==> src/rtl/bcc_pkg.sv <==
`default_nettype none

package bcc_pkg;

  // Register reset values
  localparam logic [15:0] DEBOUNCE_MS_RST     = 16'd50;
  localparam logic [15:0] LONG_HOLD_MS_RST    = 16'd1000;
  localparam logic [15:0] DOUBLE_CLICK_MS_RST = 16'd300;

  localparam int unsigned CFG_IDX_W  = 2;
  localparam int unsigned CFG_DATA_W = 16;
  localparam int unsigned TIME_W     = 32;

  // Register indexes on the write port
  typedef enum logic [CFG_IDX_W-1:0] {
    CFG_DEBOUNCE     = 2'd0,
    CFG_LONG_PRESS   = 2'd1,
    CFG_DOUBLE_CLICK = 2'd2
  } cfg_idx_e;

  // Event codes reported with each sample
  typedef enum logic [1:0] {
    EV_NONE   = 2'd0,
    EV_SINGLE = 2'd1,
    EV_DOUBLE = 2'd2,
    EV_LONG   = 2'd3
  } event_kind_e;

  typedef struct packed {
    logic [CFG_DATA_W-1:0] debounce_ms;
    logic [CFG_DATA_W-1:0] long_hold_ms;
    logic [CFG_DATA_W-1:0] double_click_ms;
  } cfg_t;

  // Classifier state carried from one sample to the next
  typedef struct packed {
    logic              previous_raw;
    logic              debounced_level;
    logic              long_fired;
    logic [TIME_W-1:0] change_time;
    logic [TIME_W-1:0] press_time;
    logic [TIME_W-1:0] last_click_time;
  } state_t;

  localparam state_t STATE_RST = '{
    previous_raw:    1'b1,
    debounced_level: 1'b1,
    long_fired:      1'b0,
    change_time:     '0,
    press_time:      '0,
    last_click_time: '0
  };

endpackage

`default_nettype wire

==> src/rtl/bcc_if.sv <==
`default_nettype none

// Sample channel: one button sample with its timestamp per beat
interface bcc_in_if;
  logic        valid;
  logic        ready;
  logic        raw_level;
  logic [31:0] now_ms;

  modport source (output valid, raw_level, now_ms, input ready);
  modport sink   (input valid, raw_level, now_ms, output ready);
endinterface

// Result channel: one event code and debounced level per beat
interface bcc_out_if;
  logic       valid;
  logic       ready;
  logic [1:0] event_kind;
  logic       stable_level;

  modport source (output valid, event_kind, stable_level, input ready);
  modport sink   (input valid, event_kind, stable_level, output ready);
endinterface

`default_nettype wire

==> src/rtl/bcc_cfg_regs.sv <==
`default_nettype none

module bcc_cfg_regs
  import bcc_pkg::*;
(
  input  wire                  clk_i,
  input  wire                  rst_ni,
  input  wire                  cfg_we_i,
  input  wire [CFG_IDX_W-1:0]  cfg_idx_i,
  input  wire [CFG_DATA_W-1:0] cfg_wdata_i,
  output cfg_t                 cfg_o
);

  cfg_t cfg_q, cfg_d;

  // Decode the register index; unknown indexes are dropped
  always_comb begin
    cfg_d = cfg_q;
    if (cfg_we_i) begin
      case (cfg_idx_e'(cfg_idx_i))
        CFG_DEBOUNCE:     cfg_d.debounce_ms     = cfg_wdata_i;
        CFG_LONG_PRESS:   cfg_d.long_hold_ms    = cfg_wdata_i;
        CFG_DOUBLE_CLICK: cfg_d.double_click_ms = cfg_wdata_i;
        default:          cfg_d = cfg_q;
      endcase
    end
  end

  always_ff @(posedge clk_i or negedge rst_ni) begin
    if (!rst_ni) begin
      cfg_q.debounce_ms     <= DEBOUNCE_MS_RST;
      cfg_q.long_hold_ms    <= LONG_HOLD_MS_RST;
      cfg_q.double_click_ms <= DOUBLE_CLICK_MS_RST;
    end else begin
      cfg_q <= cfg_d;
    end
  end

  assign cfg_o = cfg_q;

endmodule

`default_nettype wire

==> src/rtl/bcc_core.sv <==
`default_nettype none

module bcc_core
  import bcc_pkg::*;
(
  input  wire cfg_t         cfg_i,
  input  wire state_t       state_i,
  input  wire               raw_level_i,
  input  wire [TIME_W-1:0]  now_ms_i,
  output state_t            state_o,
  output event_kind_e       event_kind_o
);

  logic              raw_changed;
  logic [TIME_W-1:0] held_ms;
  logic [TIME_W-1:0] hold_ms;
  logic [TIME_W-1:0] gap_ms;
  logic              level_accepted;
  logic              long_reached;
  state_t            st;
  event_kind_e       ev;

  always_comb begin
    st = state_i;
    ev = EV_NONE;

    // Restart the debounce window on any raw edge
    raw_changed = raw_level_i != state_i.previous_raw;
    if (raw_changed) begin
      st.change_time = now_ms_i;
    end
    held_ms = now_ms_i - st.change_time;
    level_accepted = (held_ms > {16'b0, cfg_i.debounce_ms})
                     && (raw_level_i != state_i.debounced_level);

    // Press start: time is unchanged at release, so one subtractor serves both
    if (level_accepted && !raw_level_i) begin
      st.press_time = now_ms_i;
      st.long_fired = 1'b0;
    end
    hold_ms      = now_ms_i - st.press_time;
    long_reached = hold_ms >= {16'b0, cfg_i.long_hold_ms};
    gap_ms       = now_ms_i - state_i.last_click_time;

    // Accepted level change and release classification
    if (level_accepted) begin
      st.debounced_level = raw_level_i;
      if (raw_level_i && !state_i.long_fired) begin
        if (long_reached) begin
          ev = EV_LONG;
        end else begin
          ev = (gap_ms < {16'b0, cfg_i.double_click_ms}) ? EV_DOUBLE : EV_SINGLE;
          st.last_click_time = now_ms_i;
        end
      end
    end

    // Long press while still held
    if (!st.debounced_level && !st.long_fired && long_reached) begin
      st.long_fired = 1'b1;
      ev = EV_LONG;
    end

    st.previous_raw = raw_level_i;
  end

  assign state_o      = st;
  assign event_kind_o = ev;

endmodule

`default_nettype wire

==> src/rtl/button_click_classifier_unit.sv <==
// Button click classifier: debounces an active-low button sample stream and
// reports one result beat per sample beat: the event code (none, single click,
// double click, long press) and the debounced level after that sample. Beats
// are taken one per clock while the result side keeps up, via the sample register
// and then the result register; the rate is set by the state update loop through
// the classifier logic. A waiting result stops the next sample only once the
// sample register is full. The user must write registers on the plain write port
// only while no beat is in flight; the block does not enforce it. Index 3 is ignored.
`default_nettype none

module button_click_classifier_unit
  import bcc_pkg::*;
(
  input  wire                  clk_i,
  input  wire                  rst_ni,
  input  wire                  cfg_we_i,
  input  wire [CFG_IDX_W-1:0]  cfg_idx_i,
  input  wire [CFG_DATA_W-1:0] cfg_wdata_i,
  bcc_in_if.sink               in_i,
  bcc_out_if.source            out_o
);

  cfg_t              cfg;
  state_t            state_q, state_d;
  event_kind_e       event_kind_d;

  logic              s1_valid_q;
  logic              s1_raw_q;
  logic [TIME_W-1:0] s1_now_q;
  logic              s1_advance;

  logic              res_valid_q;
  event_kind_e       res_event_q;
  logic              res_level_q;

  bcc_cfg_regs u_cfg (
    .clk_i       (clk_i),
    .rst_ni      (rst_ni),
    .cfg_we_i    (cfg_we_i),
    .cfg_idx_i   (cfg_idx_i),
    .cfg_wdata_i (cfg_wdata_i),
    .cfg_o       (cfg)
  );

  bcc_core u_core (
    .cfg_i        (cfg),
    .state_i      (state_q),
    .raw_level_i  (s1_raw_q),
    .now_ms_i     (s1_now_q),
    .state_o      (state_d),
    .event_kind_o (event_kind_d)
  );

  // Handshake: sample stage moves on whenever the result slot is free
  assign s1_advance = s1_valid_q && (!res_valid_q || out_o.ready);
  assign in_i.ready = !s1_valid_q || s1_advance;

  // Sample register
  always_ff @(posedge clk_i or negedge rst_ni) begin
    if (!rst_ni) begin
      s1_valid_q <= 1'b0;
    end else if (in_i.ready) begin
      s1_valid_q <= in_i.valid;
    end
  end

  always_ff @(posedge clk_i) begin
    if (in_i.valid && in_i.ready) begin
      s1_raw_q <= in_i.raw_level;
      s1_now_q <= in_i.now_ms;
    end
  end

  // Classifier state, updated once per sample beat
  always_ff @(posedge clk_i or negedge rst_ni) begin
    if (!rst_ni) begin
      state_q <= STATE_RST;
    end else if (s1_advance) begin
      state_q <= state_d;
    end
  end

  // Result register
  always_ff @(posedge clk_i or negedge rst_ni) begin
    if (!rst_ni) begin
      res_valid_q <= 1'b0;
    end else if (s1_advance) begin
      res_valid_q <= 1'b1;
    end else if (out_o.ready) begin
      res_valid_q <= 1'b0;
    end
  end

  always_ff @(posedge clk_i) begin
    if (s1_advance) begin
      res_event_q <= event_kind_d;
      res_level_q <= state_d.debounced_level;
    end
  end

  assign out_o.valid        = res_valid_q;
  assign out_o.event_kind   = res_event_q;
  assign out_o.stable_level = res_level_q;

  // Clicks are only reported on a release
  a_click_released: assert property (@(posedge clk_i) disable iff (!rst_ni)
    res_valid_q && (res_event_q == EV_SINGLE || res_event_q == EV_DOUBLE)
      |-> res_level_q)
    else $error("click reported while button held");

  // A long press reported while held leaves the fired flag set
  a_long_marks_fired: assert property (@(posedge clk_i) disable iff (!rst_ni)
    res_valid_q && res_event_q == EV_LONG && !res_level_q |-> state_q.long_fired)
    else $error("long press while held without fired flag");

  // A pending result reflects the latest state update
  a_level_matches_state: assert property (@(posedge clk_i) disable iff (!rst_ni)
    res_valid_q |-> res_level_q == state_q.debounced_level)
    else $error("result level differs from debounced state");

  // An accepted sample is registered on the next edge
  a_sample_taken: assert property (@(posedge clk_i) disable iff (!rst_ni)
    in_i.valid && in_i.ready |=> s1_valid_q)
    else $error("accepted sample lost");

endmodule

`default_nettype wire

==> src/flat_wrapper.sv <==
// flat-port wrapper written by rule: the top's interface ports become plain ports
module button_click_classifier_unit_flat import bcc_pkg::*;
  (clk_i, rst_ni, cfg_we_i, cfg_idx_i, cfg_wdata_i, in_i_valid, in_i_raw_level, in_i_now_ms, in_i_ready, out_o_valid, out_o_event_kind, out_o_stable_level, out_o_ready);
  bcc_in_if in_i_i ();
  bcc_out_if out_o_i ();
  input  wire clk_i;
  input  wire rst_ni;
  input  wire cfg_we_i;
  input  wire [CFG_IDX_W-1:0] cfg_idx_i;
  input  wire [CFG_DATA_W-1:0] cfg_wdata_i;
  input wire logic [$bits(in_i_i.valid)-1:0] in_i_valid;
  input wire logic [$bits(in_i_i.raw_level)-1:0] in_i_raw_level;
  input wire logic [$bits(in_i_i.now_ms)-1:0] in_i_now_ms;
  output wire logic [$bits(in_i_i.ready)-1:0] in_i_ready;
  output wire logic [$bits(out_o_i.valid)-1:0] out_o_valid;
  output wire logic [$bits(out_o_i.event_kind)-1:0] out_o_event_kind;
  output wire logic [$bits(out_o_i.stable_level)-1:0] out_o_stable_level;
  input wire logic [$bits(out_o_i.ready)-1:0] out_o_ready;
  assign in_i_i.valid = in_i_valid;
  assign in_i_i.raw_level = in_i_raw_level;
  assign in_i_i.now_ms = in_i_now_ms;
  assign in_i_ready = in_i_i.ready;
  assign out_o_valid = out_o_i.valid;
  assign out_o_event_kind = out_o_i.event_kind;
  assign out_o_stable_level = out_o_i.stable_level;
  assign out_o_i.ready = out_o_ready;
  button_click_classifier_unit u_core (.clk_i(clk_i), .rst_ni(rst_ni), .cfg_we_i(cfg_we_i), .cfg_idx_i(cfg_idx_i), .cfg_wdata_i(cfg_wdata_i), .in_i(in_i_i), .out_o(out_o_i));
endmodule
==> config.mk <==
export PLATFORM = sky130hd
export DESIGN_NAME = button_click_classifier_unit_flat
export DESIGN_NICKNAME = d
export VERILOG_FILES = /design/src/rtl/bcc_pkg.sv /design/src/rtl/bcc_if.sv /design/src/rtl/bcc_cfg_regs.sv /design/src/rtl/bcc_core.sv /design/src/rtl/button_click_classifier_unit.sv /design/src/flat_wrapper.sv
export SDC_FILE = /design/constraint.sdc
export NUM_CORES = 1
export LEC_CHECK = 0
export BUFFER_PORTS_ARGS = -buffer_cell sky130_fd_sc_hd__buf_2
export CORE_ASPECT_RATIO = 0.9
export CORE_MARGIN = 2
export CORE_UTILIZATION = 45
export CTS_BUF_LIST = sky130_fd_sc_hd__clkbuf_2
export DETAILED_ROUTE_END_ITERATION = 7
export SYNTH_ARGS = -nofsm -noshare
export SYNTH_HDL_FRONTEND = slang
export SYNTH_SLANG_ARGS = --single-unit
==> constraint.sdc <==
create_clock -name clk_i -period 17.3 [get_ports clk_i]
set_input_delay 5.19 -clock clk_i [delete_from_list [all_inputs] [get_ports clk_i]]
set_output_delay 5.19 -clock clk_i [all_outputs]
set_load 0.01 [all_outputs]
After elaboration in Yosys (flattened, before gate mapping)
Cells that the tools add are included.
Widths: inputs -> output; s select.

storage, ports and cells
  register bits = 185
  logic and storage cells = 58

cells by class
  reduce and logical (&&, ||, !) cells = 21
  muxes and demuxes = 11
  add/subtract/negate cells = 3
  bitwise gates (word level) = 1
  $lt $le $gt $ge = 3
  eq/ne operators = 4

operators with widths
  operator            number
  $sub 32x32->32      3
  $mux 32             2
  $ge 32x16->1        1
  $gt 32x16->1        1
  $lt 32x16->1        1
  $mux 2              4
  $logic_and 1x1->1   7
  $logic_not 1->1     6
  $reduce_and 2->1    3
  $mux 1              5
  $reduce_and 4->1    1
  $eq 2x1->1 const B  1
  $eq 2x2->1 const B  1
  $logic_not 2->1     1
  $logic_or 1x1->1    2
  $ne 1x1->1          2
  $reduce_bool 2->1   1
  $not 1->1           1

Depth between registers and ports, before layout
  depth in word-level cells = 12
  depth in mapped cells = 62
  gate-level depth less buffers = 53

Cells and area by module
From an unflattened synthesis, not the netlist that was laid out.

second synthesis, totals
  cells, all modules = 1663
  area total of the unflattened synthesis = 15718.8 um2

by module, submodules not included
  module                        times used  seq. area each (um2)  area an instance (um2)  cells each
  bcc_core                      1           0.0                   8525.7                  1308
  button_click_classifier_unit  1           3611.0                5361.4                  253
  bcc_cfg_regs                  1           1217.4                1831.8                  102

Least setup slack after synthesis
Ideal clock, no wire load.

  path kind = register to register
  start = reg u_core.s1_raw_q
  end = reg u_core.state_q[0] (netlist name)
  clock period less this slack = 11.875 ns
  setup time = 0.125 ns
  stages on the path, launching flop included = 58
  path buffers = 8
  arrival time = 11.750 ns
  slack = 5.425 ns
  cells stage by stage = edfxtp_1 > buf_2 > xnor2_2 > buf_2 > clkbuf_1 > buf_1 > nand2_1 > o21ai_0 > ha_1 > nor2_1 > o41a_1 > a211oi_2 > a221oi_2 > or2_2 > a41oi_1 > xnor2_1 > ha_1 > nand4_1 > [... 22 more ...] > buf_6 > a21o_1 > a21oi_1 > xnor2_1 > ha_1 > a21o_1 > nand2_1 > o311a_1 > o2111ai_1 > or3_1 > a311o_1 > nor3_1 > o221ai_1 > nor3_1 > and4_4 > clkbuf_2 > and2_4 > mux2_4

RTL lines
  element                 line                                text
  start, declared         button_click_classifier_unit.sv:28  logic s1_raw_q;
  start signal, assigned  button_click_classifier_unit.sv:69  s1_raw_q <= in_i.raw_level;
  end signal, assigned    button_click_classifier_unit.sv:79  state_q <= state_d;
  end, declared           button_click_classifier_unit.sv:24  state_t state_q, state_d;

==> reports/qor.yml <==
slew_viol_final: 0
endpoint_kind: "flop"
numClockSinks: 185
core_area_um2: 32000
ant_nets: 0
clockPowerShare: 0.134
critical_path_class: "reg2reg"
tightest_slew_ps: 1090
p_int_w: 0.00103
hold_ws_ps: 540
ctsResizeCount: 0
track_usage: 0.230
synth_edf_count: 36
finalCritPeriodShare: 0.759
fin_area_um2: 15600
antenna_found_initial: 1
cts.hold.buffers_added: 0
grt_pass1_vias: 11290
cts_buffers: 17
grt_overflow_total: 0
critPathMaxFanout: 43
fin_skew_ps: 41.6
cts_tree: "yes"
switching_power_w: 0.000829
hold_violations: 0
p_leak_nw: 7.02
initial_core_util: 0.458
viasPerCell: 5.84
synthCells: 1613
power_frac_comb: 0.545
min_period_ps: 13120
p_per_area_nw_per_um2: 119
start_kind: "flop"
port_buffers: 60
async_reset_ff_frac: 0.805
path_buf_inv: 2
synth_area_per_cell_um2: 9.08
swShare: 0.447
max_freq_ghz: 0.0762
yosys_warnings: 0
pwr-share-seq: 0.321
drtIter0Drc: 878
status: "complete, no violations"
dieWidth_um: 194
synth_nets: 1798
critPathRequiredTime_ps: 18050
place_area_um2: 15300
drc_errors: 0
die_h_um: 175
dp_hpwl_mm: 30.3
ys_types: 99
place_congestion: 0.883
grt_max_degree: 85
avgRoutedWirePerCell_um: 18.8
final_core_util: 0.488
cts.path.max_buffers: 2
dp.cells: 2038
fin_cells: 2071
synth_flop_cell: "dfrtp_1"
cts_setup_buffers: 0
first_pass_iters: 5
clk_pin_slew_ps: 280
cts-root-buf: "clkbuf_2"
cp_top_family: "compound AO/OA/AOI/OAI gates"
vias: 12098
clock_latency_ps: 850
yosysSeqAreaShare: 0.330
ys_ff_latch: 185
slew_headroom: 0.274
num_rows: 62
rsz0062_at_grt: "no"
dieArea_um2: 34000
syn_to_final_growth_pct: 6.41
cp_slowest_stage_delay_ps: 690
layout.nets: 1826
setup_viol: 0
layout-drive-gt1-share: 0.164
netlist_area_um2: 14600
holdCritPathClass: "reg2reg"
cts_max_level: 4
fillers: 3081
slowest_stage: "dfstp_2"
wl_mm: 38.9
grt_pass1_wl_mm: 61.6
io_pins: 61
arrival_ps: 13870
setup_tns_ps: 0
vdd_ir_drop_max_uv: 51.7
maxCapViolCount: 0
cell usage in the layout, fill, tap and decap left out, types with 37 or more instances in the layout:
cell and instances:
a21o_1 37, a21oi_1 113, buf_2 59, dfrtp_1 134
ha_1 127, inv_1 132, mux2_2 90, mux2i_1 53
nand2_1 131, nand3_1 53, nor2_1 88, o21ai_0 103
cells in the mapped netlist, types with 20 or more instances:
cell,count,area (um^2)
nand3_1,53,265
mux2_2,90,1010
edfxtp_1,36,1080
a31oi_1,20,125
a21oi_1,114,571
inv_1,132,495
clkbuf_1,43,161
xnor2_1,33,289
nor2_1,89,334
o21ai_0,103,515
a21o_1,37,278
o21a_1,23,173
xor2_1,28,245
ha_1,127,1590
nand2b_1,24,150
dfrtp_1,134,3350
mux2i_1,53,531
nor2b_1,30,188
nor3_1,21,105
nand2_1,131,492
per-stage QoR:
step                      total power [W]  setup slack [ps]
final                             0.00186              4180
after global routing              0.00201              3210
after CTS                         0.00186              4280
after detailed placement          0.00160              4380
after global placement            0.00159              4560
after floorplan                   0.00135              5430
registers in the layout, indices dropped and copies added (netlist names):
register and flops:
u_core.s1_raw_q 1, u_core.out_o.stable_level 1, u_core.state_q 99, u_core.s1_valid_q 1, u_core.out_o.event_kind 2, u_core.u_cfg.cfg_o 48
u_core.s1_now_q 32, u_core.out_o.valid 1
worst paths after layout:
| path | startpoint | end | slack, ps | cells past startpoint |
|---|---|---|---|---|
| max reg2reg | u_core.state_q[98] | u_core.state_q[31] | 4180 | 51 |
| max in group asynchronous | rst_ni | u_core.state_q[57] | 11580 | 2 |
| min | u_core.u_cfg.cfg_o[7] | u_core.u_cfg.cfg_o[7] | 540 | 1 |
| min in group asynchronous | rst_ni | u_core.u_cfg.cfg_o[16] | 4360 | 1 |
| max | u_core.state_q[98] | u_core.state_q[31] | 4180 | 51 |
| min reg2reg | u_core.u_cfg.cfg_o[7] | u_core.u_cfg.cfg_o[7] | 540 | 1 |
cells by family (layout without fill, tap and decap cells):
| family | count (synthesis) | in the layout | synth area share |
|---|---|---|---|
| simple gates | 422 | 422 | 0.143 |
| compound gates | 466 | 466 | 0.212 |
| xor+xnor | 62 | 62 | 0.0376 |
| mux | 145 | 145 | 0.107 |
| other cells | 0 | 1 | 0 |
| buf+inv | 195 | 236 | 0.0530 |
| fa+ha+maj | 138 | 138 | 0.117 |
| flops | 185 | 185 | 0.330 |
metal layers:
metal / wire length (um) / global-route usage / share of wire
met4: 694 / 0.0606 / 0.018
met1: 19900 / 0.347 / 0.51
met5: 0 / 0 / 0
met2: 16500 / 0.339 / 0.42
met3: 1790 / 0.0371 / 0.046
area by class of cell:
class	count	area (um^2)	share of cell area
Antenna cell	1	2.50	0.000161
Clock buffer	17	85.1	0.00546
Clock inverter	15	184	0.0118
Inverter	132	495	0.0318
Multi-Input combinational cell	1233	9070	0.582
Sequential cell	185	4830	0.310
Tap cell	416	520	0.0334
Timing Repair Buffer	72	397	0.0254
power by group through the flow:
stage               Sequential (W)  Combinational (W)  Clock [W]
floorplan                 0.000581           0.000773          0
global placement          0.000601           0.000994          0
detailed placement        0.000605           0.000999          0
CTS                       0.000595            0.00100   0.000260
global route              0.000609            0.00112   0.000275
finish                    0.000596            0.00101   0.000248
(Power assumes the default switching activity.)
